$ cat src/sv/rsra_pkg.sv
// ----------------------------------------------------------------------------
// rsra_pkg
// Shared widths, register codes, controller states and command/status types
// for the return series risk accumulator.
// ----------------------------------------------------------------------------
package rsra_pkg;

   localparam int VALUE_W = 48;
   localparam int RET_W   = 32;
   localparam int DD_W    = 25;
   localparam int WIDE_W  = 64;
   localparam int STEP_W  = 7;
   localparam int ADDR_W  = 3;
   localparam int DATA_W  = 32;
   localparam int RSP_W   = 152;
   localparam int USER_W  = 2;

   localparam int FRAC_BITS_DEFAULT  = 24;
   localparam int COUNT_BITS_DEFAULT = 20;

   // register indexes
   localparam logic REG_THRESHOLD = 1'b0;

   localparam logic [WIDE_W-1:0] RET_CAP = 64'h0000_0000_7FFF_FFFF;
   localparam logic [WIDE_W-1:0] DD_CAP  = 64'h0000_0000_01FF_FFFF;
   localparam logic [WIDE_W-1:0] U32_CAP = 64'h0000_0000_FFFF_FFFF;

   typedef enum logic [3:0] {
      ST_IDLE,
      ST_START,
      ST_STEP_WAIT,
      ST_RET,
      ST_ACC,
      ST_SQ,
      ST_SUM,
      ST_FINAL_START,
      ST_FINAL_WAIT,
      ST_ROOT_START,
      ST_ROOT_WAIT,
      ST_LOAD
   } state_type;

   typedef struct packed {
      logic accept;
      logic start_step;
      logic upd_ret;
      logic upd_acc;
      logic upd_sq;
      logic upd_sum;
      logic start_final;
      logic start_root;
      logic load_out;
   } cmd_type;

   typedef struct packed {
      logic div_busy;
      logic root_busy;
      logic last;
      logic out_busy;
   } status_type;

   function automatic logic [WIDE_W-1:0] sat_add(input logic [WIDE_W-1:0] a,
                                                 input logic [WIDE_W-1:0] b);
      logic [WIDE_W:0] s;
      s = {1'b0, a} + {1'b0, b};
      return s[WIDE_W] ? {WIDE_W{1'b1}} : s[WIDE_W-1:0];
   endfunction

endpackage

$ cat src/sv/rsra_ctrl.sv
// ----------------------------------------------------------------------------
// rsra_ctrl
// Sequencer: steps one item through division, accumulation and, on the last
// item of a series, the omega division and downside root.
// ----------------------------------------------------------------------------
module rsra_ctrl (
   input  logic                  clock,
   input  logic                  reset,
   input  logic                  req_tvalid,
   output logic                  req_tready,
   input  rsra_pkg::status_type  status,
   output rsra_pkg::cmd_type     cmd
);
   rsra_pkg::state_type state_ff, state_in;

   always_comb begin
      state_in = state_ff;
      case (state_ff)
         rsra_pkg::ST_IDLE: begin
            if (req_tvalid) state_in = rsra_pkg::ST_START;
         end
         rsra_pkg::ST_START:      state_in = rsra_pkg::ST_STEP_WAIT;
         rsra_pkg::ST_STEP_WAIT: begin
            if (!status.div_busy) state_in = rsra_pkg::ST_RET;
         end
         rsra_pkg::ST_RET:        state_in = rsra_pkg::ST_ACC;
         rsra_pkg::ST_ACC:        state_in = rsra_pkg::ST_SQ;
         rsra_pkg::ST_SQ:         state_in = rsra_pkg::ST_SUM;
         rsra_pkg::ST_SUM: begin
            state_in = status.last ? rsra_pkg::ST_FINAL_START : rsra_pkg::ST_LOAD;
         end
         rsra_pkg::ST_FINAL_START: state_in = rsra_pkg::ST_FINAL_WAIT;
         rsra_pkg::ST_FINAL_WAIT: begin
            if (!status.div_busy) state_in = rsra_pkg::ST_ROOT_START;
         end
         rsra_pkg::ST_ROOT_START: state_in = rsra_pkg::ST_ROOT_WAIT;
         rsra_pkg::ST_ROOT_WAIT: begin
            if (!status.root_busy) state_in = rsra_pkg::ST_LOAD;
         end
         rsra_pkg::ST_LOAD: begin
            if (!status.out_busy) state_in = rsra_pkg::ST_IDLE;
         end
         default:                 state_in = rsra_pkg::ST_IDLE;
      endcase
   end

   always_comb begin
      cmd        = '0;
      req_tready = 1'b0;
      case (state_ff)
         rsra_pkg::ST_IDLE: begin
            req_tready = 1'b1;
            cmd.accept = req_tvalid;
         end
         rsra_pkg::ST_START:       cmd.start_step  = 1'b1;
         rsra_pkg::ST_RET:         cmd.upd_ret     = 1'b1;
         rsra_pkg::ST_ACC:         cmd.upd_acc     = 1'b1;
         rsra_pkg::ST_SQ:          cmd.upd_sq      = 1'b1;
         rsra_pkg::ST_SUM:         cmd.upd_sum     = 1'b1;
         rsra_pkg::ST_FINAL_START: cmd.start_final = 1'b1;
         rsra_pkg::ST_ROOT_START:  cmd.start_root  = 1'b1;
         rsra_pkg::ST_LOAD:        cmd.load_out    = !status.out_busy;
         default:                  cmd = '0;
      endcase
   end

   always_ff @(posedge clock) begin
      if (reset) begin
         state_ff <= rsra_pkg::ST_IDLE;
      end else begin
         state_ff <= state_in;
      end
   end

endmodule

$ cat config.mk
export PLATFORM = sky130hd
export DESIGN_NAME = rsra_ctrl
export DESIGN_NICKNAME = d
export VERILOG_FILES = /design/src/sv/rsra_pkg.sv /design/src/sv/rsra_ctrl.sv
export SDC_FILE = /design/constraint.sdc
export NUM_CORES = 1
export LEC_CHECK = 0
export BUFFER_PORTS_ARGS = -buffer_cell sky130_fd_sc_hd__buf_2
export CAP_MARGIN = 40
export CORE_AREA = 2 2 39 41
export CTS_CLUSTER_DIAMETER = 30
export DETAILED_ROUTE_END_ITERATION = 8
export DIE_AREA = 0 0 41 43
export GPL_ROUTABILITY_DRIVEN = 0
export HOLD_SLACK_MARGIN = 0.05
export PLACE_DENSITY = 0.52
export RECOVER_POWER = 50
export SKIP_LAST_GASP = 1
export SLEW_MARGIN = 20
export SYNTH_ARGS = -nofsm -noshare
export SYNTH_HDL_FRONTEND = slang
export SYNTH_SLANG_ARGS = --single-unit
$ cat constraint.sdc
create_clock -name clock -period 1.2 [get_ports clock]
set_input_delay 0.12 -clock clock [delete_from_list [all_inputs] [get_ports clock]]
set_output_delay 0.12 -clock clock [all_outputs]
set_load 0.1 [all_outputs]
==> out/metrics.csv <==
stage,metric,value,unit
synth,syn_inst,50,
drt,wl_per_cell,13.1,um
floorplan,die_y,43,um
place,placed_area,795,um^2
timing,clock.fmax,690,MHz
worst_setup_path,critical_path_class,flip-flop to output pin,
floorplan,die_area,0.00176,mm^2
timing,hold_viol,0,
drt,drtPass1Iterations,3,
finish,largest_reg_flops,4,
finish,largest_register,state_ff,
cts,htree_levels,1,
min_path,min_path_cells,2,
synth,synth_edf_count,0,
grt,grt_pass1_vias,544,
finish,design_area,0.00102,mm^2
synth,synth_compound_area_share,24.0,%
worst_setup_path,cp_cell_sequence,buf_12 > nor4_4 > and2_4 > buf_12,
drt,vias,520,
finish,reg_top3,state_ff x4,
cts,path_clk_slew,0.04,ns
floorplan,io_pins,17,
synth,synth_area,354,um^2
grt,grt_overflow,0,
synth,yosysWarnings,0,
status,outcome,"finished, violations left",
timing,fin_ws,-0.249,ns
synth,synth_top_area_share,22.6,%
synth,synth.largest_area_cell,dfxtp_1,
grt,track_usage,19.8,%
drt,vias_per_cell,4.86,
worst_setup_path,cp_max_fo,4,
cts,clk_latency,0.23,ns
timing,max_slew_margin,83.1,%
pwr,power_density,997,mW/mm^2
timing,fin_skew,0.00444,ns
finish,nets,100,
status,violations,setup timing,
synth,ys_ff_latch,4,
synth,synth_top_family_by_area,simple AND/OR/NAND/NOR gates,
place,dpl_worst_slack,-0.206,ns
drt,ant_nets,0,
grt,grt_first_pass_wirelength,2330,um
worst_setup_path,worstReg2RegEnd,state_ff[3]$_SDFFE_PP0P_,
pwr,p_total,0.00102,W
worst_setup_path,reg2reg_depth,5,
worst_setup_path,r2r_setup_slack,-0.22,ns
synth,yosys_most_used_dff,dfxtp_1,
timing,fin_crit_sh,121,%
drt,drtIter0Drc,8,
timing,rsz0062_at_grt,true,
synth,ys_top_cells_by_count,"nand2_1 (6), nor3_1 (5), dfxtp_1 (4), nor2_1 (4)",
cts,holdBufCountCts,0,
worst_setup_path,cpMostUsedCell,buf_12,
synth,synthMuxAreaShare,0,%
drt,drt-total-wl,1400,um
cts,cts_tree,built,
synth,synth_area_per_cell,7.08,um^2
min_path,hold_path.class,input pin to flip-flop,
place,portBuffers,16,
worst_setup_path,rr_startpoint,state_ff[3]$_SDFFE_PP0P_,
worst_setup_path,worstPathArrival,1.33,ns
min_path,hp-start,reset,
floorplan,core-area,0.00138,mm^2
timing,final-setup-viol-count,12,
floorplan,initial_core_util,25.6,%
synth,synth-simple-area-share,41.3,%
synth,synth_nets,57,
grt,grt_max_degree,7,
synth,synth_xor_area_share,2.47,%
drt,drt_drc_violations_left,0,
worst_setup_path,slowest_stage,dfxtp_4,
finish,diodes,0,
synth,async_reset_ff_share,0,%
grt,antenna_found_initial,0,
pwr,p_leak,0.385,nW
job,maxCapViolations,0,
synth,yosysSeqAreaShare,22.6,%
timing,report.final.slew_viol_count,0,
timing,fin_hold_ws,0.102,ns
cts,clkSinkCount,4,
synth,synthAdderAreaFrac,0,%
synth,synth.most_common_cell,nand2_1,
finish,drive_above_1_share,78.0,%
min_path,holdPathEnd,state_ff[2]$_SDFFE_PP0P_,
worst_setup_path,crit_path_end_kind,output pin,
pwr,ir_drop,0.771,mV
timing,tightest_slew,0.253,ns
worst_setup_path,start_kind,flip-flop,
floorplan,rows,14,
synth,netlist_top_cells_area,"dfxtp_1 (23%), nor3_1 (7.1%), nand2_1 (6.4%)",
cts,root_buffer,clkbuf_4,
worst_setup_path,required,1.08,ns
cts,cts_inserted_buffers,3,
floorplan,die_w,41,um
worst_setup_path,worst_path_largest_cell_delay,0.35,ns
place,dpl.hpwl,935,um
cts,clockBufferDepth,2,
finish,area_delta_synth_final,189,%
timing,period_needed,1.45,ns
synth,synth_cell_types,24,
## per-layer routing
| metal | vias up | global-route usage (%) | wire length, um |
|---|---|---|---|
| met5 | - | 0 | 0 |
| met4 | 0 | 10.7 | 17 |
| met3 | 2 | 2.62 | 58 |
| met2 | 18 | 35.3 | 832 |
| met1 | 235 | 20.2 | 489 |
| li1 | 265 | - | - |
## through the flow
stage	util (%)	std cells	setup TNS, ns
2_1_floorplan	-	50	-5.31
3_3_place_gp	57.4	94	-0.756
3_5_place_dp	57.4	94	-0.885
4_1_cts	70.3	105	-2.43
5_1_grt	74.1	107	-2.97
6_report	74.1	107	-2.29
## cell usage in the layout (no fill, tap or decap), types with 2 or more instances in the layout
cell type,count
nor2_4,3
clkbuf_4,3
o21ai_0,2
buf_12,11
a21oi_1,2
buf_6,6
dfxtp_4,4
or3_1,2
nor3_4,5
nand2_1,4
buf_2,6
buf_4,18
## how the worst max path moves through the flow
stage	endpoint	start	cells after the start	slack [ns]
floorplan	cmd[8]	state_ff[3]$_SDFFE_PP0P_	3	-1.01
finish	cmd[8]	state_ff[0]$_SDFFE_PP0P_	4	-0.25
global placement	state_ff[3]$_SDFFE_PP0P_	state_ff[2]$_SDFFE_PP0P_	4	-0.15
detailed placement	state_ff[3]$_SDFFE_PP0P_	state_ff[2]$_SDFFE_PP0P_	4	-0.21
global route	cmd[8]	state_ff[0]$_SDFFE_PP0P_	4	-0.31
CTS	cmd[8]	state_ff[0]$_SDFFE_PP0P_	4	-0.26
## final cells by class
class | count | area (um^2)
sequential | 4 | 95.1
fill | 85 | 359
multi-input combinational | 40 | 404
tap | 16 | 20.0
inverter | 2 | 15.0
clock buffer | 3 | 22.5
timing repair buffer | 42 | 468
## cells by family (layout without fill, tap and decap cells)
| family | Yosys count | count (layout) |
|---|---|---|
| AO/OA/AOI/OAI | 11 | 11 |
| flip-flops | 4 | 4 |
| XOR/XNOR | 1 | 1 |
| buffers and inverters | 6 | 47 |
| AND/OR/NAND/NOR | 28 | 28 |
## report_power, final
part	leakage (nW)	switching [W]	internal, W
Clock	0.0138	0.0000460	0.000111
Sequential	0.0356	0.0000195	0.000148
Combinational	0.335	0.000389	0.000309
## what timing repair did
item / CTS / global route
resized for setup: 27 / 10
endpoints found under the setup margin: 12 / 12
pin swaps: 7 / 10
buffers inserted: 8 / 2
## worst max-delay path: cells and delay by family, from the launching register on
family / cells / cell delay [ns]
buffers and inverters: 2 / 0.29
AND/OR/NAND/NOR: 2 / 0.46
flip-flops: 1 / 0.35
Note: power is estimated with default switching activity, not from simulation.
